File: config.mk
export PLATFORM = sky130hd
export DESIGN_NAME = delta_r_nearest_match
export DESIGN_NICKNAME = d
export VERILOG_FILES = /design/src/hdl/drnm_pkg.sv /design/src/hdl/drnm_dist.sv /design/src/hdl/delta_r_nearest_match.sv
export VERILOG_INCLUDE_DIRS = /design/src /design/src/hdl
export SDC_FILE = /design/constraint.sdc
export NUM_CORES = 2
export LEC_CHECK = 0
export BUFFER_PORTS_ARGS = -buffer_cell sky130_fd_sc_hd__buf_2
export CELL_PAD_IN_SITES_DETAIL_PLACEMENT = 0
export CELL_PAD_IN_SITES_GLOBAL_PLACEMENT = 2
export CORE_MARGIN = 2
export CORE_UTILIZATION = 53
export CTS_CLUSTER_DIAMETER = 60
export DETAILED_ROUTE_END_ITERATION = 7
export PLACE_DENSITY = 0.91
export SYNTH_ARGS = -nofsm -noshare
export SYNTH_HDL_FRONTEND = slang
export SYNTH_SLANG_ARGS = --single-unit
export TNS_END_PERCENT = 100
File: constraint.sdc
create_clock -name clk -period 20.5 [get_ports clk]
set_input_delay 3.075 -clock clk [delete_from_list [all_inputs] [get_ports clk]]
set_output_delay 3.075 -clock clk [all_outputs]
set_load 0.005 [all_outputs]
File: src/hdl/delta_r_nearest_match_macros.svh
// Assertion macros shared by the delta-R matcher RTL.
`ifndef DELTA_R_NEAREST_MATCH_MACROS_SVH
`define DELTA_R_NEAREST_MATCH_MACROS_SVH
`ifndef SYNTHESIS
// Same-cycle implication, checked at every clock edge out of reset.
`define DRNM_ASSERT_NOW(label, ante, cons) \
	label: assert property (@(posedge clk) disable iff (!arst_n) (ante) |-> (cons)) \
		else $error("drnm assertion failed");
// Next-cycle implication, checked at every clock edge out of reset.
`define DRNM_ASSERT_NEXT(label, ante, cons) \
	label: assert property (@(posedge clk) disable iff (!arst_n) (ante) |=> (cons)) \
		else $error("drnm assertion failed");
`else
`define DRNM_ASSERT_NOW(label, ante, cons)
`define DRNM_ASSERT_NEXT(label, ante, cons)
`endif
`endif

File: src/hdl/drnm_pkg.sv
// Types and constants shared by the delta-R matcher modules.
package drnm_pkg;

	localparam int MAX_CANDIDATES = 64;
	localparam int IDX_W = (MAX_CANDIDATES > 1) ? $clog2(MAX_CANDIDATES) : 1;
	localparam int CNT_W = $clog2(MAX_CANDIDATES + 1);

	localparam int ETA_W  = 16;
	localparam int PHI_W  = 15;
	localparam int THR_W  = 33;
	localparam int MIDX_W = 6;

	// pi and 2*pi at 4096 counts per radian
	localparam logic [PHI_W-1:0] PI_FX     = 15'd12868;
	localparam logic [15:0]      TWO_PI_FX = 16'd25736;

	// Delta-R of 0.4, squared, in counts squared
	localparam logic [THR_W-1:0] THRESHOLD_RESET = 33'd2684355;

	localparam logic [1:0] MODE_CLEAR  = 2'd0;
	localparam logic [1:0] MODE_APPEND = 2'd1;
	localparam logic [1:0] MODE_SINGLE = 2'd2;
	localparam logic [1:0] MODE_PAIR   = 2'd3;

	// Control tag that travels with one candidate through the distance unit
	typedef struct packed {
		logic             vld;
		logic [IDX_W-1:0] idx;
	} drnm_tag_t;

endpackage

File: src/hdl/drnm_dist.sv
// Squared delta-R unit: one candidate in per cycle; registers difference, square, sum.
module drnm_dist (
	input  logic                                   clk,
	input  logic                                   arst_n,
	input  drnm_pkg::drnm_tag_t                    tag_in,
	input  logic signed [drnm_pkg::ETA_W-1:0]      ref_eta,
	input  logic signed [drnm_pkg::PHI_W-1:0]      ref_phi,
	input  logic signed [drnm_pkg::ETA_W-1:0]      cand_eta,
	input  logic signed [drnm_pkg::PHI_W-1:0]      cand_phi,
	output drnm_pkg::drnm_tag_t                    tag_out,
	output logic [drnm_pkg::THR_W-1:0]             dist_sq,
	output logic                                   busy
);
	import drnm_pkg::*;

	logic signed [ETA_W:0]  deta;
	logic signed [15:0]     dphi;
	logic [PHI_W-1:0]       aphi;
	logic signed [15:0]     wphi;
	logic signed [33:0]     prod_e;
	logic signed [31:0]     prod_p;

	drnm_tag_t              tag_s2, tag_s3, tag_s4;
	logic signed [ETA_W:0]  deta_s2;
	logic signed [15:0]     dphi_s2;
	logic [31:0]            sq_e_s3;
	logic [27:0]            sq_p_s3;
	logic [THR_W-1:0]       dist_s4;

	// Differences, with phi folded back across pi
	always_comb begin
		deta = {ref_eta[ETA_W-1], ref_eta} - {cand_eta[ETA_W-1], cand_eta};
		dphi = {ref_phi[PHI_W-1], ref_phi} - {cand_phi[PHI_W-1], cand_phi};
		aphi = dphi[15] ? PHI_W'(-dphi) : dphi[PHI_W-1:0];
		if (aphi >= PI_FX) begin
			wphi = signed'(TWO_PI_FX - {1'b0, aphi});
		end else begin
			wphi = signed'({1'b0, aphi});
		end
	end

	// Squares of both differences
	always_comb begin
		prod_e = deta_s2 * deta_s2;
		prod_p = dphi_s2 * dphi_s2;
	end

	// Advance the tag pipeline
	always_ff @(posedge clk or negedge arst_n) begin
		if (!arst_n) begin
			tag_s2 <= '0;
			tag_s3 <= '0;
			tag_s4 <= '0;
		end else begin
			tag_s2 <= tag_in;
			tag_s3 <= tag_s2;
			tag_s4 <= tag_s3;
		end
	end

	// Advance the data pipeline
	always_ff @(posedge clk) begin
		deta_s2 <= deta;
		dphi_s2 <= wphi;
		sq_e_s3 <= prod_e[31:0];
		sq_p_s3 <= prod_p[27:0];
		dist_s4 <= THR_W'(sq_e_s3) + THR_W'(sq_p_s3);
	end

	assign tag_out = tag_s4;
	assign dist_sq = dist_s4;
	assign busy    = tag_s2.vld | tag_s3.vld | tag_s4.vld;

endmodule

File: src/hdl/delta_r_nearest_match.sv
// Delta-R nearest match: candidate table, scan sequencer and result register.
//
//   channel  direction  handshake                payload
//   input    in         in_valid / in_stall      mode, first_*, second_*
//   result   out        out_valid / out_stall    matched, match_index, status
//   config   in         cfg_wr_en                cfg_wr_data (threshold_sq)
//
// Clear and append load the result register one cycle after the accepting edge.
// A single query loads it after one pass over the table, a pair query after two passes:
// the one distance unit sees one table entry per cycle.
// The next beat is taken the cycle after the result register loads.
// Reset empties the table at once; entries are never cleared, only the count.
// A stalled result holds; one more item is taken meanwhile and waits when it finishes.
`include "delta_r_nearest_match_macros.svh"
module delta_r_nearest_match (
	input  logic                                   clk,
	input  logic                                   arst_n,
	input  logic                                   in_valid,
	output logic                                   in_stall,
	input  logic [1:0]                             mode,
	input  logic signed [drnm_pkg::ETA_W-1:0]      first_eta,
	input  logic signed [drnm_pkg::PHI_W-1:0]      first_phi,
	input  logic                                   first_valid,
	input  logic signed [drnm_pkg::ETA_W-1:0]      second_eta,
	input  logic signed [drnm_pkg::PHI_W-1:0]      second_phi,
	input  logic                                   second_valid,
	output logic                                   out_valid,
	input  logic                                   out_stall,
	output logic                                   matched,
	output logic [drnm_pkg::MIDX_W-1:0]            match_index,
	output logic                                   status,
	input  logic                                   cfg_wr_en,
	input  logic [drnm_pkg::THR_W-1:0]             cfg_wr_data
);
	import drnm_pkg::*;

	localparam logic [1:0] ST_IDLE = 2'd0;
	localparam logic [1:0] ST_SCAN = 2'd1;
	localparam logic [1:0] ST_DONE = 2'd2;

	localparam int ENTRY_W = ETA_W + PHI_W;

	logic [1:0]              state_q;
	logic [CNT_W-1:0]        cnt_q;
	logic [CNT_W-1:0]        issue_q;
	logic                    pass_q;
	logic [THR_W-1:0]        thr_q;

	logic [1:0]              mode_q;
	logic signed [ETA_W-1:0] e1_q, e2_q;
	logic signed [PHI_W-1:0] p1_q, p2_q;
	logic                    v1_q, v2_q;

	logic [ENTRY_W-1:0]      cand_mem [MAX_CANDIDATES];
	logic [ENTRY_W-1:0]      rd_s1;
	drnm_tag_t               tag_s1;

	logic                    found_q;
	logic [THR_W-1:0]        best_q;
	logic [IDX_W-1:0]        best_pos_q;
	logic                    hit_a_q;
	logic [IDX_W-1:0]        pos_a_q;

	logic                    res_matched_q;
	logic [MIDX_W-1:0]       res_idx_q;
	logic                    res_status_q;

	logic                    out_valid_q;
	logic                    matched_q;
	logic [MIDX_W-1:0]       match_index_q;
	logic                    status_q;

	logic                    accept;
	logic                    issue;
	logic                    pass_end;
	logic                    hit;
	logic                    out_free;
	logic                    cnt_full;
	logic                    pair_hit;

	drnm_tag_t               tag_rd;
	drnm_tag_t               tag_d;
	logic [THR_W-1:0]        dist_d;
	logic                    unit_busy;
	logic signed [ETA_W-1:0] ref_eta;
	logic signed [PHI_W-1:0] ref_phi;

	// Handshake and sequencing conditions
	assign in_stall = (state_q != ST_IDLE);
	assign accept   = in_valid && !in_stall;
	assign cnt_full = (cnt_q >= CNT_W'(MAX_CANDIDATES));
	assign issue    = (state_q == ST_SCAN) && (issue_q < cnt_q);
	assign pass_end = (state_q == ST_SCAN) && !issue && !tag_s1.vld && !unit_busy;
	assign hit      = found_q && (best_q <= thr_q);
	assign pair_hit = v1_q && v2_q && hit_a_q && hit && (pos_a_q == best_pos_q);
	assign out_free = !out_valid_q || !out_stall;

	assign tag_rd.vld = issue;
	assign tag_rd.idx = issue_q[IDX_W-1:0];

	// Select the reference for the current pass
	assign ref_eta = pass_q ? e2_q : e1_q;
	assign ref_phi = pass_q ? p2_q : p1_q;

	// Threshold register
	always_ff @(posedge clk or negedge arst_n) begin
		if (!arst_n) begin
			thr_q <= THRESHOLD_RESET;
		end else if (cfg_wr_en) begin
			thr_q <= cfg_wr_data;
		end
	end

	// Candidate table: append writes, scan reads one entry per cycle
	always_ff @(posedge clk) begin
		if (accept && (mode == MODE_APPEND) && !cnt_full) begin
			cand_mem[cnt_q[IDX_W-1:0]] <= {first_eta, first_phi};
		end
		rd_s1 <= cand_mem[issue_q[IDX_W-1:0]];
	end

	// Read tag lines up with the registered read data
	always_ff @(posedge clk or negedge arst_n) begin
		if (!arst_n) begin
			tag_s1 <= '0;
		end else begin
			tag_s1 <= tag_rd;
		end
	end

	drnm_dist u_dist (
		.clk      (clk),
		.arst_n   (arst_n),
		.tag_in   (tag_s1),
		.ref_eta  (ref_eta),
		.ref_phi  (ref_phi),
		.cand_eta (rd_s1[ENTRY_W-1:PHI_W]),
		.cand_phi (rd_s1[PHI_W-1:0]),
		.tag_out  (tag_d),
		.dist_sq  (dist_d),
		.busy     (unit_busy)
	);

	// Latch the item's references
	always_ff @(posedge clk) begin
		if (accept) begin
			mode_q <= mode;
			e1_q   <= first_eta;
			p1_q   <= first_phi;
			v1_q   <= first_valid;
			e2_q   <= second_eta;
			p2_q   <= second_phi;
			v2_q   <= second_valid;
		end
	end

	// Keep the running minimum; the earliest entry wins ties
	always_ff @(posedge clk) begin
		if (tag_d.vld && (!found_q || (dist_d < best_q))) begin
			best_q     <= dist_d;
			best_pos_q <= tag_d.idx;
		end
		if (pass_end && (mode_q == MODE_PAIR) && !pass_q) begin
			hit_a_q <= hit;
			pos_a_q <= best_pos_q;
		end
	end

	// Sequencer
	always_ff @(posedge clk or negedge arst_n) begin
		if (!arst_n) begin
			state_q       <= ST_IDLE;
			cnt_q         <= '0;
			issue_q       <= '0;
			pass_q        <= 1'b0;
			found_q       <= 1'b0;
			res_matched_q <= 1'b0;
			res_idx_q     <= '0;
			res_status_q  <= 1'b0;
		end else begin
			if (tag_d.vld) begin
				found_q <= 1'b1;
			end
			unique case (state_q)
				ST_IDLE: begin
					if (accept) begin
						res_matched_q <= 1'b0;
						res_idx_q     <= '0;
						res_status_q  <= 1'b0;
						unique case (mode)
							MODE_CLEAR: begin
								cnt_q   <= '0;
								state_q <= ST_DONE;
							end
							MODE_APPEND: begin
								if (cnt_full) begin
									res_status_q <= 1'b1;
								end else begin
									cnt_q <= cnt_q + 1'b1;
								end
								state_q <= ST_DONE;
							end
							MODE_SINGLE, MODE_PAIR: begin
								issue_q <= '0;
								pass_q  <= 1'b0;
								found_q <= 1'b0;
								state_q <= ST_SCAN;
							end
							default: begin
								state_q <= ST_DONE;
							end
						endcase
					end
				end
				ST_SCAN: begin
					if (issue) begin
						issue_q <= issue_q + 1'b1;
					end
					if (pass_end) begin
						if ((mode_q == MODE_PAIR) && !pass_q) begin
							// start the second reference over the same table
							pass_q  <= 1'b1;
							issue_q <= '0;
							found_q <= 1'b0;
						end else if (mode_q == MODE_PAIR) begin
							res_matched_q <= pair_hit;
							res_idx_q     <= pair_hit ? MIDX_W'(best_pos_q) : '0;
							state_q       <= ST_DONE;
						end else begin
							res_matched_q <= v1_q && hit;
							res_idx_q     <= (v1_q && hit) ? MIDX_W'(best_pos_q) : '0;
							state_q       <= ST_DONE;
						end
					end
				end
				ST_DONE: begin
					if (out_free) begin
						state_q <= ST_IDLE;
					end
				end
				default: begin
					state_q <= ST_IDLE;
				end
			endcase
		end
	end

	// Result register: load when free, hold while stalled
	always_ff @(posedge clk or negedge arst_n) begin
		if (!arst_n) begin
			out_valid_q <= 1'b0;
		end else if ((state_q == ST_DONE) && out_free) begin
			out_valid_q <= 1'b1;
		end else if (!out_stall) begin
			out_valid_q <= 1'b0;
		end
	end

	always_ff @(posedge clk) begin
		if ((state_q == ST_DONE) && out_free) begin
			matched_q     <= res_matched_q;
			match_index_q <= res_idx_q;
			status_q      <= res_status_q;
		end
	end

	assign out_valid   = out_valid_q;
	assign matched     = matched_q;
	assign match_index = match_index_q;
	assign status      = status_q;

	// Checks
	`DRNM_ASSERT_NOW(a_cnt_range, 1'b1, cnt_q <= CNT_W'(MAX_CANDIDATES))
	`DRNM_ASSERT_NOW(a_scan_only, tag_s1.vld || unit_busy, state_q == ST_SCAN)
	`DRNM_ASSERT_NOW(a_unmatched_zero, out_valid_q && !matched_q, match_index_q == '0)
	`DRNM_ASSERT_NOW(a_status_no_match, out_valid_q && status_q, !matched_q)
	`DRNM_ASSERT_NEXT(a_done_loads, (state_q == ST_DONE) && out_free, out_valid_q)

endmodule

* Yosys cells after proc, flatten, opt, wreduce, memory -nomap -nowiden
Memory sizes are Yosys's and may differ from the RTL's. A register that Yosys moved wholly into a read port is not among the register bits.
Index checks and enable logic that the tools add are counted.
** Cells by class
- Equal/unequal tests :: 15
- Bitwise logic cells :: 2
- $mul :: 2
- Order comparisons :: 5
- Reductions and logical operators :: 42
- Add/subtract/negate cells :: 7
- Multiplexer cells :: 47
** Operator list (number)
- $mux W15 :: 3
- $mux W7 :: 6
- $mux W6 :: 6
- $add A32 B28 Y33 :: 1
- $le A33 B33 Y1 :: 1
- $lt A33 B33 Y1 :: 1
- $mul A17 B17 Y32 :: 1
- $mul A16 B16 Y28 :: 1
- $pmux W7 S2 :: 2
- $mux W1 :: 19
- $logic_and A1 B1 Y1 :: 18
- $sub A16 B16 Y17 :: 1
- $mux W16 :: 1
- $sub A15 B15 Y16 :: 1
- $sub A15 B15 Y16 const A :: 1
- $ge A15 B14 Y1 const B :: 1
- $neg A15 Y15 :: 1
- $add A7 B1 Y7 const B :: 2
- $pmux W6 S2 :: 1
- $reduce_and A4 Y1 :: 3
- $ne A2 B2 Y1 const B :: 5
- $logic_not A1 Y1 :: 9
- $eq A2 B2 Y1 const B :: 4
- $mux W2 :: 4
- other kinds (16) :: 27
** Storage, ports and cells
- Output and inout bits :: 10
- Memories kept :: 1
- Input bits :: 104
- Logic and storage cells :: 159
- Bits in registers :: 334
- RAM bits :: 1984
** Memories
- cand_mem :: words 64, bits a word 31, rd ports 1, clocked after Yosys merged registers in 1, write ports 1, line delta_r_nearest_match.sv:54 : logic [ENTRY_W-1:0] cand_mem [MAX_CANDIDATES];

* Longest topological paths before layout
- Depth in word-level cells :: 9
- Mapped depth :: 27
- Depth with buffers taken out :: 26

* Modules after synthesis
A second synthesis with hierarchy kept.
** Second synthesis, totals
- Cells, all modules :: 6207
- Area, all modules :: 108243.8 µm²
** Modules (own cells, without submodules)
- delta_r_nearest_match :: area each 84359.7 µm², cells each 3644, seq. area each 65492.8 µm², times used 1
- drnm_dist :: area each 23884.2 µm², cells each 2563, seq. area each 3007.9 µm², times used 1

* Worst setup path before layout
OpenSTA, ideal clock, no wires.
- Path kind :: register to register
- Start point :: register u_dist.deta_s2[2]
- End point :: register u_dist.sq_e_s3[31]
- Slack :: 14.087 ns
- Cell stages (with the launch flop) :: 26
- Data required time :: 20.428 ns
- Period minus slack after synthesis :: 6.413 ns
- Arrival time :: 6.341 ns
- Path buffers :: 2
- Setup time :: 0.072 ns
- Cells stage by stage :: dfxtp_1 > clkbuf_1 > clkbuf_1 > nand2_1 > fa_1 > inv_1 > fa_1 > inv_1 > fa_1 > inv_1 > fa_1 > fa_1 > inv_1 > fa_1 > inv_1 > ha_1 > and3_1 > a221oi_1 > nand3b_1 > a31oi_1 > a211o_1 > and3_1 > a311oi_1 > o21ai_0 > a21oi_1 > xnor2_1
** On the way
- Cells in the longest elaborated chain, start to end :: 1
** Ends and longest elaborated chain
- start: declaration :: line drnm_dist.sv:24 : logic signed [ETA_W:0] deta_s2;
- start signal: assignment :: line drnm_dist.sv:63 : deta_s2 <= deta;
- $mul A17 B17 Y32 :: line drnm_dist.sv:44 : prod_e = deta_s2 * deta_s2;
- via u_dist.prod_e[31] :: line drnm_dist.sv:20 : logic signed [33:0] prod_e;
- end signal: assignment :: line drnm_dist.sv:65 : sq_e_s3 <= prod_e[31:0];
- end: declaration :: line drnm_dist.sv:26 : logic [31:0] sq_e_s3;
The timed path passes the listed nets, and every way through them passes these cells.
A chain may end at the register's enable or synchronous reset.

* Worst setup path after layout
- Start point :: register u_dist.deta_s2[4]
- End point :: register u_dist.sq_e_s3[31]
Same word-level chain as after synthesis.

==> out/summary.txt <==
Die Y - 455 um
Util after Layout - 59.2%
Final Cell Area - 0.120 mm2
Starting density of the core - 53.3%
Dpl cells - 8757
Yosys warns - 0
DIE AREA - 0.207 mm2
TritonCTS Buffers - 226
# DRC - 0
Global route overflow - 0
Crit end category - flip-flop
Share of cells above drive strength 1 - 20.5%
WS Path Type - reg2reg
CTS H-tree depth - 4
Most common cell in the netlist - edfxtp_1
# nets final - 7180
Register area share after synthesis - 63.5%
Pins over their slew limit - 0
Syn avg cell area - 17.7 um2
Cts repair resizes - 0
Worst Hold Class - reg2reg
I/O pins - 114
GRT Overall Usage - 25.4%
First-pass GRT wire length - 384 mm
Max FO, Critical Path - 19
Post-Route WL - 257 mm
Detailed Routing Iterations Pass 1 - 6
Clk_skew - 0.125 ns
Placer congestion estimate - 0.825
Number of flops mapped to enable cells by yosys - 2104
Synthesized cell area - 0.108 mm2
Clock root buffer - clkbuf_16
Ys async rst share - 3.75%
Number of nets still failing antenna checks after routing - 0
Setup TNS - 0 ns
Setup violations, final - 0
Via count - 55044
Die width - 455 um
Final Hold Viols - 0
Post-Syn Nets - 6955
Status - finished clean
Leading area contributor after synthesis - edfxtp_1
Dpl cell area - 0.112 mm2
Area share of the largest cell type after synthesis - 58.5%
Largest cells by area after synthesis - edfxtp_1 (59%), mux4_2 (14%), fa_1 (8.6%)
Synth-to-layout area growth - 10.9%
Initial DRC count - 6192
Cts hold-fix bufs - 0
Finished Layout Cells - 9181
Vias in the first global route - 58368
Max stage delay on crit path - 0.84 ns
CTS max path bufs - 3
Post-Synthesis Cells - 6088
Critical Path RT - 21.21 ns
Routed len/inst - 28.0 um
I/O Buffers - 113
Clock latency on the worst-skew pair - 0.90 ns
Worst-path cell with the longest stage delay - dfxtp_1
Worst Tran Pin Value - 1.30 ns
Clock Sinks - 2347
Startpoint Class - flip-flop
Maxcap violations - 0
WP data arrival - 7.90 ns
CTS tree - done
Final period util - 35.1%
# rows - 165
Final HPWL DP - 150 mm
Largest net degree at the start of global routing - 102
Synth cell types - 90
Core area - 0.202 mm2
Unrepaired setup endpoints after global routing - no
Crit path cell chain - and2_1, inv_1, fa_1, inv_1, fa_1, inv_1, fa_1, fa_1, inv_1, fa_1, inv_1, fa_1, inv_1, ha_1, and3_1, a221oi_1, nand3b_1, a31oi_1, a211o_1, and3_1, a311oi_1, o21ai_0, a21oi_1, xnor2_1
DR vias/cell - 6.00
Initial antenna violation count - 16
Worst-path clk slew - 0.06 ns
Post-CTS setup buffers - 0
Fin crit period - 7.19 ns
Max transition margin - 13.3%
Synth Register Bits - 2347
Most frequent cells after synthesis - edfxtp_1 (2104), inv_1 (772), mux4_2 (651)
Highest clock rate - 0.139 GHz
Ys flop type - edfxtp_1
## metal layers
metal | global-route usage (%) | up-vias | routed length [um]
li1 | - | 23159 | -
met1 | 32.9 | 28780 | 93600
met2 | 44.5 | 2658 | 135000
met3 | 4.30 | 443 | 21600
met4 | 6.92 | 4 | 7080
met5 | 0 | - | 26
## final cells by class
type	instances	area, um2
Inverter	773	2900
Sequential cell	2347	68500
Multi-Input combinational cell	2748	36100
Timing Repair Buffer	217	1370
Clock buffer	293	6040
Antenna cell	4	10.0
Clock inverter	127	1370
Tap cell	2672	3340
Fill cell	14392	82600
## worst max-delay path: cells and delay by family (launching register included)
family,cells,cell delay [ns]
AO/OA/AOI/OAI,6,1.68
XOR/XNOR,1,0.08
adder cells (fa/ha/maj),7,3.21
buffers and inverters,6,0.37
flip-flops,1,0.84
AND/OR/NAND/NOR,4,0.92
## cells by family after synthesis
| group | after synthesis | synth area share, % |
|---|---|---|
| adder cells (fa/ha/maj) | 763 | 12.1 |
| AND/OR/NAND/NOR | 745 | 3.28 |
| flip-flops | 2347 | 63.5 |
| AO/OA/AOI/OAI | 384 | 2.33 |
| multiplexers | 689 | 14.0 |
| buffers and inverters | 993 | 3.49 |
| XOR/XNOR | 167 | 1.37 |
## worst paths after layout
path | start | cells past startpoint | slack [ns] | end
max | u_dist.deta_s2[4] | 24 | 13.31 | u_dist.sq_e_s3[31]
max reg2reg | u_dist.deta_s2[4] | 24 | 13.31 | u_dist.sq_e_s3[31]
min reg2reg | tag_s1[2] | 0 | 0.33 | u_dist.tag_s2[2]
max in group asynchronous | arst_n | 2 | 17.02 | issue_q[1]
min in group asynchronous | arst_n | 1 | 2.19 | thr_q[31]
min | tag_s1[2] | 0 | 0.33 | u_dist.tag_s2[2]
## state kept, by name (all words and copies together) (netlist names), 17 cells and up
signal	count
best_q	33
cand_mem	1984
rd_s1	31
thr_q	33
u_dist.deta_s2	17
u_dist.dist_sq	33
u_dist.sq_e_s3	31
u_dist.sq_p_s3	27
## layout by cell type, fill, tap and decap left out, types with 11 or more instances in the layout
cell | netlist | routed
a211oi_1 | 11 | 11
a21o_1 | 53 | 53
a21oi_1 | 91 | 91
a31oi_1 | 13 | 13
and2_1 | 96 | 96
and3_1 | 13 | 13
buf_2 | 1 | 112
buf_4 | 0 | 103
bufinv_16 | 0 | 16
clkbuf_1 | 168 | 56
clkbuf_16 | 0 | 230
clkinv_1 | 0 | 46
clkinv_16 | 0 | 12
clkinv_2 | 0 | 36
dfrtp_1 | 76 | 69
dfstp_2 | 12 | 12
dfxtp_1 | 155 | 155
edfxtp_1 | 2104 | 2104
fa_1 | 465 | 465
ha_1 | 298 | 298
inv_1 | 772 | 771
mux2_2 | 32 | 32
mux4_2 | 651 | 651
nand2_1 | 257 | 257
nand2b_1 | 34 | 34
nand3_1 | 37 | 37
nand4_1 | 22 | 22
nor2_1 | 185 | 121
nor2_4 | 0 | 64
nor2b_1 | 37 | 37
nor3_1 | 19 | 19
o21a_1 | 17 | 17
o21ai_0 | 92 | 92
o21bai_1 | 13 | 13
xnor2_1 | 124 | 124
xor2_1 | 41 | 41
## through the flow
step                      hold slack (ns)  worst slack (ns)
final                               0.328             13.31
after global routing                0.343             12.83
after CTS                           0.332             13.37
after detailed placement            0.335             13.31
after global placement              0.332             13.35
after floorplan                     0.331             14.09
Power is not shown: default switching activity piles up to over one toggle a cycle in this logic, so the estimate is an artifact.
